$ cat config.mk
export PLATFORM = sky130hd
export DESIGN_NAME = expression_char_tokenizer_core
export DESIGN_NICKNAME = d
export VERILOG_FILES = /design/src/rtl/ect_pkg.sv /design/src/rtl/ect_step.sv /design/src/rtl/expression_char_tokenizer_core.sv
export SDC_FILE = /design/constraint.sdc
export NUM_CORES = 1
export LEC_CHECK = 0
export ABC_AREA = 1
export BUFFER_PORTS_ARGS = -buffer_cell sky130_fd_sc_hd__buf_2
export CAP_MARGIN = 20
export CORE_AREA = 8 8 117 119
export CTS_BUF_LIST = sky130_fd_sc_hd__clkbuf_8
export DETAILED_ROUTE_END_ITERATION = 12
export DIE_AREA = 0 0 125 127
export PLACE_DENSITY = 0.76
export SYNTH_ARGS = -nofsm -noshare
export SYNTH_HDL_FRONTEND = slang
export SYNTH_SLANG_ARGS = --single-unit
$ cat constraint.sdc
create_clock -name i_clk -period 3.4 [get_ports i_clk]
set_clock_uncertainty 0.2 [all_clocks]
set_input_delay 0.17 -clock i_clk [delete_from_list [all_inputs] [get_ports i_clk]]
set_output_delay 0.17 -clock i_clk [all_outputs]
set_load 0.1 [all_outputs]
$ cat src/rtl/ect_pkg.sv
// Shared types, constants and helper functions for the expression character tokenizer.
// Used by ect_step, expression_char_tokenizer_core and ect_checker. No dependencies.
package ect_pkg;

    // Position counter width; token_start reports it clamped to 16 bits
    localparam int POS_BITS = 16;
    localparam logic [POS_BITS-1:0] POS_MAX = '1;

    localparam int KIND_W = 3;
    localparam int MODE_W = 3;
    localparam int CHAR_W = 8;
    localparam int LEN_W  = 16;
    localparam logic [LEN_W-1:0] LEN_MAX = '1;

    // Lexer modes
    localparam logic [MODE_W-1:0] MODE_IDLE = 3'd0;
    localparam logic [MODE_W-1:0] MODE_WORD = 3'd1;
    localparam logic [MODE_W-1:0] MODE_AMP  = 3'd2;
    localparam logic [MODE_W-1:0] MODE_PIPE = 3'd3;
    localparam logic [MODE_W-1:0] MODE_EQ   = 3'd4;

    // Token kinds
    localparam logic [KIND_W-1:0] KIND_WORD   = 3'd0;
    localparam logic [KIND_W-1:0] KIND_SINGLE = 3'd1;
    localparam logic [KIND_W-1:0] KIND_LONE   = 3'd2;
    localparam logic [KIND_W-1:0] KIND_ANDAND = 3'd3;
    localparam logic [KIND_W-1:0] KIND_OROR   = 3'd4;
    localparam logic [KIND_W-1:0] KIND_EQEQ   = 3'd5;
    localparam logic [KIND_W-1:0] KIND_END    = 3'd6;

    // Characters of interest
    localparam logic [CHAR_W-1:0] CH_NUL   = 8'h00;
    localparam logic [CHAR_W-1:0] CH_TAB   = 8'h09;
    localparam logic [CHAR_W-1:0] CH_SPACE = 8'h20;
    localparam logic [CHAR_W-1:0] CH_AMP   = 8'h26;
    localparam logic [CHAR_W-1:0] CH_PIPE  = 8'h7C;
    localparam logic [CHAR_W-1:0] CH_EQ    = 8'h3D;
    localparam logic [CHAR_W-1:0] CH_UNDER = 8'h5F;

    // Lexer state carried from one character to the next
    typedef struct packed {
        logic [MODE_W-1:0]   mode;
        logic [POS_BITS-1:0] position;
        logic                held_valid;
        logic [KIND_W-1:0]   held_kind;
        logic [CHAR_W-1:0]   held_char;
        logic [POS_BITS-1:0] held_start;
        logic [LEN_W-1:0]    held_length;
    } t_state;

    // One result beat
    typedef struct packed {
        logic [KIND_W-1:0] kind;
        logic [CHAR_W-1:0] chr;
        logic [15:0]       start;
        logic [LEN_W-1:0]  length;
        logic [CHAR_W-1:0] look;
        logic              last;
    } t_token;

    // Letters, digits and underscore
    function automatic logic is_word_char(input logic [CHAR_W-1:0] c);
        return ((c >= 8'h61) && (c <= 8'h7A)) || ((c >= 8'h41) && (c <= 8'h5A)) ||
               ((c >= 8'h30) && (c <= 8'h39)) || (c == CH_UNDER);
    endfunction

    // ( ) + - / * . , : ; $ % ^ ! ~
    function automatic logic is_single(input logic [CHAR_W-1:0] c);
        return c inside {8'h28, 8'h29, 8'h2B, 8'h2D, 8'h2F, 8'h2A, 8'h2E, 8'h2C,
                         8'h3A, 8'h3B, 8'h24, 8'h25, 8'h5E, 8'h21, 8'h7E};
    endfunction

    // Clamp a stream position to the 16-bit start field
    function automatic logic [15:0] clamp_start(input logic [POS_BITS-1:0] p);
        logic [31:0] w;
        w = 32'(p);
        return (w > 32'h0000_FFFF) ? 16'hFFFF : w[15:0];
    endfunction

endpackage

$ cat src/rtl/ect_step.sv
// Combinational lexer step: one character against the current state gives the
// next state and at most one token. Depends on ect_pkg.
module ect_step (
    input  logic [ect_pkg::CHAR_W-1:0] i_ch,
    input  ect_pkg::t_state            i_state,
    output ect_pkg::t_state            o_state,
    output logic                       o_has_result,
    output ect_pkg::t_token            o_result
);

    logic [ect_pkg::MODE_W-1:0] mode;
    logic                       scan_new;
    logic [15:0]                held_start16;
    logic [15:0]                pos16;

    assign held_start16 = ect_pkg::clamp_start(i_state.held_start);
    assign pos16        = ect_pkg::clamp_start(i_state.position);

    always_comb begin
        o_state      = i_state;
        o_has_result = 1'b0;
        o_result     = '0;
        scan_new     = 1'b1;

        // unknown mode codes fall back to idle
        mode = (i_state.mode > ect_pkg::MODE_EQ) ? ect_pkg::MODE_IDLE : i_state.mode;

        // saturating stream position
        if (i_state.position != ect_pkg::POS_MAX) begin
            o_state.position = i_state.position + 1'b1;
        end

        if (i_ch == ect_pkg::CH_NUL) begin
            // end of stream: flush the pending token or give the end marker
            o_has_result  = 1'b1;
            o_result.look = '0;
            o_result.last = 1'b1;
            if (i_state.held_valid) begin
                o_result.kind   = i_state.held_kind;
                o_result.chr    = (i_state.held_kind == ect_pkg::KIND_WORD) ? '0
                                                                            : i_state.held_char;
                o_result.start  = held_start16;
                o_result.length = i_state.held_length;
            end else if (mode == ect_pkg::MODE_WORD) begin
                o_result.kind   = ect_pkg::KIND_WORD;
                o_result.chr    = '0;
                o_result.start  = held_start16;
                o_result.length = i_state.held_length;
            end else if (mode != ect_pkg::MODE_IDLE) begin
                o_result.kind   = ect_pkg::KIND_LONE;
                o_result.chr    = i_state.held_char;
                o_result.start  = held_start16;
                o_result.length = 16'd1;
            end else begin
                o_result.kind   = ect_pkg::KIND_END;
                o_result.chr    = '0;
                o_result.start  = pos16;
                o_result.length = '0;
            end
            o_state = '0;
            scan_new = 1'b0;
        end else begin
            o_result.look = i_ch;
            o_result.last = 1'b0;
            if (i_state.held_valid) begin
                // held terminal goes out with this char as lookahead
                o_has_result      = 1'b1;
                o_result.kind     = i_state.held_kind;
                o_result.chr      = (i_state.held_kind == ect_pkg::KIND_WORD) ? '0
                                                                              : i_state.held_char;
                o_result.start    = held_start16;
                o_result.length   = i_state.held_length;
                o_state.held_valid = 1'b0;
                mode              = ect_pkg::MODE_IDLE;
            end else if (mode == ect_pkg::MODE_WORD) begin
                if (ect_pkg::is_word_char(i_ch)) begin
                    // word grows
                    if (i_state.held_length != ect_pkg::LEN_MAX) begin
                        o_state.held_length = i_state.held_length + 1'b1;
                    end
                    scan_new = 1'b0;
                end else begin
                    o_has_result    = 1'b1;
                    o_result.kind   = ect_pkg::KIND_WORD;
                    o_result.chr    = '0;
                    o_result.start  = held_start16;
                    o_result.length = i_state.held_length;
                    mode            = ect_pkg::MODE_IDLE;
                end
            end else if (mode != ect_pkg::MODE_IDLE) begin
                if (i_ch == i_state.held_char) begin
                    // doubled terminal: hold it for one more char
                    case (mode)
                        ect_pkg::MODE_AMP:  o_state.held_kind = ect_pkg::KIND_ANDAND;
                        ect_pkg::MODE_PIPE: o_state.held_kind = ect_pkg::KIND_OROR;
                        default:            o_state.held_kind = ect_pkg::KIND_EQEQ;
                    endcase
                    o_state.held_length = 16'd2;
                    o_state.held_valid  = 1'b1;
                    mode                = ect_pkg::MODE_IDLE;
                    scan_new            = 1'b0;
                end else begin
                    o_has_result    = 1'b1;
                    o_result.kind   = ect_pkg::KIND_LONE;
                    o_result.chr    = i_state.held_char;
                    o_result.start  = held_start16;
                    o_result.length = 16'd1;
                    mode            = ect_pkg::MODE_IDLE;
                end
            end

            // examine the char as the start of a new token
            if (scan_new) begin
                if ((i_ch == ect_pkg::CH_SPACE) || (i_ch == ect_pkg::CH_TAB)) begin
                    // separator, nothing to do
                end else if (ect_pkg::is_word_char(i_ch)) begin
                    mode                = ect_pkg::MODE_WORD;
                    o_state.held_kind   = ect_pkg::KIND_WORD;
                    o_state.held_char   = '0;
                    o_state.held_start  = i_state.position;
                    o_state.held_length = 16'd1;
                end else if (ect_pkg::is_single(i_ch)) begin
                    o_state.held_valid  = 1'b1;
                    o_state.held_kind   = ect_pkg::KIND_SINGLE;
                    o_state.held_char   = i_ch;
                    o_state.held_start  = i_state.position;
                    o_state.held_length = 16'd1;
                end else if ((i_ch == ect_pkg::CH_AMP) || (i_ch == ect_pkg::CH_PIPE) ||
                             (i_ch == ect_pkg::CH_EQ)) begin
                    mode = (i_ch == ect_pkg::CH_AMP)  ? ect_pkg::MODE_AMP  :
                           (i_ch == ect_pkg::CH_PIPE) ? ect_pkg::MODE_PIPE : ect_pkg::MODE_EQ;
                    o_state.held_kind   = ect_pkg::KIND_LONE;
                    o_state.held_char   = i_ch;
                    o_state.held_start  = i_state.position;
                    o_state.held_length = 16'd1;
                end
            end
            o_state.mode = mode;
        end
    end

endmodule

$ cat src/rtl/expression_char_tokenizer_core.sv
// Expression character tokenizer: top level with input register, lexer state
// and result register. Depends on ect_pkg and ect_step.
//
// Takes one character per beat and returns tokens (words, single terminals,
// lone or doubled &, |, =) with start position, length and one character of
// lookahead; a zero byte ends the stream, always gives one beat with last set,
// and clears the lexer for the next stream. A beat is first held in the input
// register, then the lexer state and the result register update together from
// it, so a result passes through the input register and the result register. One
// beat is taken every cycle while the output side is not stalled; the lexer step
// between the two registers sets that rate. A token is reported when the
// character after it arrives, so most results follow a later input beat.
module expression_char_tokenizer_core (
    input  logic                              i_clk,
    input  logic                              i_rst_n,
    // input channel
    input  logic                              i_in_valid,
    output logic                              o_in_stall,
    input  logic [ect_pkg::CHAR_W-1:0]        i_ch,
    // output channel
    output logic                              o_out_valid,
    input  logic                              i_out_stall,
    output logic [ect_pkg::KIND_W-1:0]        o_token_kind,
    output logic [ect_pkg::CHAR_W-1:0]        o_token_char,
    output logic [15:0]                       o_token_start,
    output logic [ect_pkg::LEN_W-1:0]         o_token_length,
    output logic [ect_pkg::CHAR_W-1:0]        o_lookahead,
    output logic                              o_last
);

    logic                       r_in_valid;
    logic [ect_pkg::CHAR_W-1:0] r_in_ch;
    ect_pkg::t_state            r_state;
    logic                       r_out_valid;
    ect_pkg::t_token            r_out;

    ect_pkg::t_state            n_state;
    ect_pkg::t_token            n_out;
    logic                       n_has_result;

    logic out_free;
    logic fire;
    logic in_acc;

    // handshake control
    assign out_free   = !r_out_valid || !i_out_stall;
    assign fire       = r_in_valid && out_free;
    assign o_in_stall = r_in_valid && !out_free;
    assign in_acc     = i_in_valid && !o_in_stall;

    ect_step u_step (
        .i_ch         (r_in_ch),
        .i_state      (r_state),
        .o_state      (n_state),
        .o_has_result (n_has_result),
        .o_result     (n_out)
    );

    // input register
    always_ff @(posedge i_clk) begin
        if (!i_rst_n) begin
            r_in_valid <= 1'b0;
        end else if (in_acc) begin
            r_in_valid <= 1'b1;
        end else if (fire) begin
            r_in_valid <= 1'b0;
        end
    end

    always_ff @(posedge i_clk) begin
        if (in_acc) begin
            r_in_ch <= i_ch;
        end
    end

    // lexer state and output valid
    always_ff @(posedge i_clk) begin
        if (!i_rst_n) begin
            r_state     <= '0;
            r_out_valid <= 1'b0;
        end else if (fire) begin
            r_state     <= n_state;
            r_out_valid <= n_has_result;
        end else if (!i_out_stall) begin
            r_out_valid <= 1'b0;
        end
    end

    // result payload
    always_ff @(posedge i_clk) begin
        if (fire && n_has_result) begin
            r_out <= n_out;
        end
    end

    assign o_out_valid    = r_out_valid;
    assign o_token_kind   = r_out.kind;
    assign o_token_char   = r_out.chr;
    assign o_token_start  = r_out.start;
    assign o_token_length = r_out.length;
    assign o_lookahead    = r_out.look;
    assign o_last         = r_out.last;

endmodule

==> results of run 1 <==
## stage by stage
stage / hold slack (ns) / power [W] / instances / util, % / setup slack, ns
floorplan: 0.06887 / 0.001899 / 856 / - / 0.07349
global placement: 0.1479 / 0.001972 / 1045 / 57.89 / 0.5975
detailed placement: 0.1487 / 0.001974 / 1045 / 57.89 / 0.5800
CTS: 0.1971 / 0.003331 / 1089 / 62.45 / 0.5515
global route: 0.2053 / 0.003423 / 1089 / 62.45 / 0.3207
finish: 0.2318 / 0.003300 / 1089 / 62.45 / 0.5215
## registers in the layout, indices dropped and copies added (netlist names)
name            flops
r_state            63
o_token_length     16
o_token_start      16
o_lookahead         8
o_token_char        8
r_in_ch             8
o_token_kind        3
o_last              1
o_out_valid         1
r_in_valid          1
## layout by cell type, fill, tap and decap left out, types with 2 or more instances in the layout
cell type      count
clkinv_1           3
nand2_1          229
bufinv_16          3
buf_2             65
xor2_1             7
inv_1            108
clkinv_2           5
clkbuf_8          20
a21oi_1           63
o21ai_1            2
xnor2_1            2
o211ai_1           8
nand4_1           19
buf_4             13
nor2_1            83
nand3_2            2
nor4_1             2
dlygate4sd3_1     12
inv_2              7
edfxtp_1          60
ha_1               2
nor2_2             2
nand3_1           69
nor2_4             3
o21ai_0           37
nor3_1            30
dfxtp_1           65
o22ai_1            9
clkinvlp_4         2
## power breakdown
group / leakage [nW] / internal, W / switching [W] / total (W)
Clock: 0.212 / 0.000774 / 0.000572 / 0.00135
Sequential: 1.08 / 0.00160 / 0.0000258 / 0.00163
Combinational: 1.66 / 0.0000783 / 0.000249 / 0.000328
## worst paths after layout
check | start | end | slack, ns | depth (start not counted)
worst max register to register | r_in_ch[7]$_DFFE_PP_ | o_token_length[1]$_DFFE_PP_ | 0.52 | 14
worst min register to register | r_state[23]$_SDFFE_PN0P_ | r_state[23]$_SDFFE_PN0P_ | 0.26 | 2
worst max-delay path | r_in_ch[7]$_DFFE_PP_ | o_token_length[1]$_DFFE_PP_ | 0.52 | 14
worst min-delay path | i_ch[7] | r_in_ch[7]$_DFFE_PP_ | 0.23 | 2
## metal layers
| metal | global-route usage (%) | part of all wire, % | vias to the layer above |
|---|---|---|---|
| met5 | 0 | 0 | - |
| li1 | - | - | 2946 |
| met4 | 7.951 | 1.3 | 0 |
| met3 | 5.824 | 6.5 | 17 |
| met2 | 33.68 | 47 | 160 |
| met1 | 26.86 | 45 | 2661 |
## area by class of cell
cell class                      instances  area, µm²  share of cell area [%]
Clock buffer                           20      275.3                   3.732
Clock inverter                         12      142.6                   1.934
Inverter                              117      439.2                   5.954
Multi-Input combinational cell        577       2669                   36.18
Sequential cell                       125       3103                   42.07
Tap cell                              147      183.9                   2.494
Timing Repair Buffer                   91      563.0                   7.634
## kinds of logic after synthesis
kind of cell,share of synthesized area [%]
flip-flops,48.61
adder cells (fa/ha/maj),0.3919
XOR/XNOR,1.235
buffers and inverters,9.585
AND/OR/NAND/NOR,29.97
AO/OA/AOI/OAI,10.21
==> impl_metrics.ini, run 1 <==
[worst_setup_path]
critPathArrivalTime_ns = 2.80
critPathKind = register to register
cp_max_fo = 52
endpoint_kind = register
crit_chain = inv_2, nand2_1, nor2_1, nand2_1, nand2_1, nand2_1, nand2_1, nand3_4, nor2_4, nor2_4, nand2_1, o21ai_0, inv_2, buf_12
crit_required_ns = 3.32
worst_path_max_delay_cell = edfxtp_1
path_buf_inv = 3
slowest_delay_ns = 0.50
critPathLaunchType = register
cp_top_family = simple AND/OR/NAND/NOR gates
cp_common_cell = nand2_1

[floorplan]
ioPinCount = 66
initial_core_util_pct = 54.05
die_x_um = 125
fp.dieH_um = 127
core_area_mm2 = 0.01181
dieArea_mm2 = 0.01588
row_count = 40

[clock_tree]
tritoncts.num_buffers = 17
cts_resized = 0
clk_pin_slew_ns = 0.07
cts_root_buf = clkbuf_8
cts_hold_buf = 12
clockBufferDepth = 2
post_cts_buffers = 0
ctsHtreeMaxLevel = 4
clk_latency_ns = 0.45
numClockSinks = 125
cts_tree = built

[grt]
grt_pass1_wl_um = 27050
overflow = 0
grt_use_total_pct = 21.12
antenna_found_initial = 0
grt_max_degree = 53
grt_pass1_vias = 5473

[synthesis]
post-synth-top-count-cell = nand2_1
synth_area_mm2 = 0.006384
synth_cells = 856
synth-async-reset-ratio_pct = 0
ys_seq_area_share_pct = 48.61
ys_warn_count = 0
post_synth_num_cell_types = 36
synthFlopType = dfxtp_1
synthTopCellsByArea = edfxtp_1 (28%), dfxtp_1 (20%), nand2_1 (13%)
synth-edff-count = 60
syn_nets = 870
avgSynthCellArea_um2 = 7.458
yosysTopAreaCell = edfxtp_1
ys_seq_elements = 125
synth_top_area_share_pct = 28.22
synth_common_cells = nand2_1 (229), inv_1 (109), nor2_1 (83)

[place]
dp.final_hpwl_um = 11230
placed_area_mm2 = 0.006838
port_buffers = 65
gp_congestion = 0.9376

[layout]
num-fill-cells = 1084
syn_to_final_growth_pct = 15.54
layout.nets = 943
num_antenna_cells = 0
stdcell_area_mm2 = 0.007376
drive_above_1_share_pct = 13.69

[routing]
drc = 0
wl_per_cell_um = 14.83
totalWireLength_um = 16150
drtIter0Drc = 485
drtAntennaViolNets = 0
via_count = 5784
dr.pass1.iters = 5
routed_via_density = 5.311

[run]
drv_cap = 0

[power_and_ir_drop]
ir_drop_uv = 285.7
leakage_nw = 2.954
p_per_area_mw_per_mm2 = 447.5

[sta]
fin_crit_sh_pct = 84.66
max-slew-margin-rel_pct = 48.13
hold_viol = 0
fin_setup_tns_ns = 0
worst_pin_slew_ns = 0.7781
slew_violations = 0
fin_crit_ns = 2.879
max_freq_mhz = 347.4
rsz0062_at_grt = no
setup-violations-final = 0

[min_path]
worstHoldPathType = primary input to register

[outcome]
status = finished, final reports clean
Note: power is estimated with default switching activity, not from simulation.
==> run 2, diff against run 1 <==
--- a/config.mk
+++ b/config.mk
@@ -12,7 +12,7 @@
 export CTS_BUF_LIST = sky130_fd_sc_hd__clkbuf_8
 export DETAILED_ROUTE_END_ITERATION = 12
 export DIE_AREA = 0 0 125 127
-export PLACE_DENSITY = 0.76
+export PLACE_DENSITY = 0.73
 export SYNTH_ARGS = -nofsm -noshare
 export SYNTH_HDL_FRONTEND = slang
 export SYNTH_SLANG_ARGS = --single-unit
==> constraint.sdc (replaced) <==
create_clock -name i_clk -period 2.7 [get_ports i_clk]
set_clock_uncertainty 0.2 [all_clocks]
set_input_delay 0.135 -clock i_clk [delete_from_list [all_inputs] [get_ports i_clk]]
set_output_delay 0.135 -clock i_clk [all_outputs]
set_load 0.1 [all_outputs]
==> run 2 against run 1 <==
Compared with the run above: hold slack got worse by 0.031 ns; clock power rose by 20%; global-route usage down 0.19 points; first-iteration DRC count rose by 11%; largest power group unchanged; wire length rose by 4.2%; via count increased by 2.3%; power grew 25%; utilization up 3.1 points; non-clock buffer count grew 30; critical path depth is 1 lower; die area is the same; register-to-register slack got worse by 0.43 ns.
==> impl_metrics.ini, run 2 (synthesis results as in run 1) <==
[sta]
setup-violations-final = 0
fin_crit_sh_pct = 96.66
max-slew-margin-rel_pct = 45.71
slew_violations = 0
max_freq_mhz = 383.2
hold_viol = 0
worst_pin_slew_ns = 0.8144
fin_crit_ns = 2.610

[place]
dp.final_hpwl_um = 11450
placed_area_mm2 = 0.007033
port_buffers = 65
gp_congestion = 0.9358

[grt]
grt_max_degree = 44
antenna_found_initial = 0
grt_pass1_vias = 5448
grt_pass1_wl_um = 26870
grt_use_total_pct = 20.93
overflow = 0

[worst_setup_path]
path_buf_inv = 4
r2r_end = o_lookahead[5]$_SDFFCE_PP0P_
endpoint_kind = register
cp_max_fo = 8
critPathKind = register to register
crit_chain = buf_4, nor2_2, nand3_2, nor2_2, a21oi_2, nand3_4, nor2_4, nor2_4, nand2_2, o21ai_2, clkinvlp_4, buf_12, clkbuf_16
crit_required_ns = 2.72
critPathLaunchType = register
slowest_delay_ns = 0.49
timing.rr.start = r_in_ch[7]$_DFFE_PP_
cp.depth = 13
rr_worst_depth = 13
regToRegSetupSlack_ns = 0.09
worstSetupStartpoint = r_in_ch[7]$_DFFE_PP_
critPathArrivalTime_ns = 2.63
worst_path_max_delay_cell = edfxtp_1
crit_end = o_lookahead[5]$_SDFFCE_PP0P_
cp_top_family = simple AND/OR/NAND/NOR gates

[layout]
syn_to_final_growth_pct = 21.29
drive_above_1_share_pct = 18.11
layout.nets = 973
layout_common_cells = nand2_1 (223), inv_1 (105), nor2_1 (78), nand3_1 (68)
stdcell_area_mm2 = 0.007742
final_common_cell = nand2_1
largest_reg_flops = 63
largest_register = r_state
num_antenna_cells = 0

[power_and_ir_drop]
finalPower_w = 0.004134
p_int_w = 0.002994
p_per_area_mw_per_mm2 = 534.0
p_sw_share_pct = 27.58
ir_drop_uv = 412.4
p_clk_share_pct = 39.2
p_switching_w = 0.001140
leakage_nw = 3.118
combPwrFrac_pct = 11.3
seq_power_share_pct = 49.5

[floorplan]
row_count = 40
core_area_mm2 = 0.01181
die_x_um = 125
initial_core_util_pct = 54.05
ioPinCount = 66
fp.dieH_um = 127
dieArea_mm2 = 0.01588

[routing]
wl_per_cell_um = 15.04
drtAntennaViolNets = 0
totalWireLength_um = 16830
via_count = 5918
routed_via_density = 5.289
dr.pass1.iters = 5
drc = 0
drtIter0Drc = 537

[run]
drv_cap = 0

[clock_tree]
ctsHtreeMaxLevel = 4
clk_pin_slew_ns = 0.07
numClockSinks = 125
cts_tree = built
clockBufferDepth = 2
clk_latency_ns = 0.46
tritoncts.num_buffers = 17
cts_root_buf = clkbuf_8

[outcome]
status = finished, final reports clean

[min_path]
worstHoldPathType = primary input to register
## run 2: power groups by stage
stage | Combinational (W) | Sequential, W | Clock (W)
detailed placement | 0.000422 | 0.00209 | 0
global route | 0.000506 | 0.00205 | 0.00172
global placement | 0.000422 | 0.00209 | 0
CTS | 0.000436 | 0.00204 | 0.00165
floorplan | 0.000215 | 0.00218 | 0
finish | 0.000467 | 0.00204 | 0.00162
## run 2: per-stage QoR
stage / hold slack [ns] / setup WS (ns) / setup TNS (ns) / instances / utilization [%]
3_5_place_dp: 0.1137 / 0.1264 / 0 / 1062 / 59.54
5_1_grt: 0.1893 / -0.02541 / -0.6370 / 1119 / 65.55
2_1_floorplan: 0.03387 / -0.2281 / -11.86 / 856 / -
3_3_place_gp: 0.1162 / 0.1636 / 0 / 1062 / 59.54
6_report: 0.2006 / 0.09015 / 0 / 1119 / 65.55
4_1_cts: 0.1634 / 0.1028 / 0 / 1106 / 63.88
## run 2: layout make-up
type	instances	area, µm²
sequential	125	3103
timing repair buffer	121	893.4
clock inverter	14	143.9
inverter	117	442.9
tap	147	183.9
multi-input combinational	577	2728
clock buffer	18	247.7
fill	1059	4069
## run 2: what timing repair did
item | in CTS | in global routing
buffers inserted | 0 | 9
resized for setup | 0 | 10
endpoints found under the hold margin | 30 | 0
hold buffers | 12 | 0
setup endpoints to repair | 0 | 92
## run 2: worst min path at each step
stage | endpoint | slack [ns] | depth (start not counted) | startpoint
global route | r_in_ch[4]$_DFFE_PP_ | 0.19 | 2 | i_ch[4]
finish | r_in_ch[4]$_DFFE_PP_ | 0.20 | 2 | i_ch[4]
global placement | r_in_ch[3]$_DFFE_PP_ | 0.12 | 1 | i_ch[3]
CTS | r_in_ch[0]$_DFFE_PP_ | 0.16 | 2 | i_ch[0]
detailed placement | r_in_ch[3]$_DFFE_PP_ | 0.11 | 1 | i_ch[3]
floorplan | r_in_ch[0]$_DFFE_PP_ | 0.03 | 0 | i_ch[0]
## run 2: routing by layer
metal / track usage [%] / vias to the layer above / share of wire [%]
met5: 0 / - / 0
met4: 8.166 / 0 / 1.7
met3: 5.574 / 24 / 7.0
met2: 32.92 / 216 / 46
met1: 27.03 / 2669 / 46
li1: - / 3009 / -
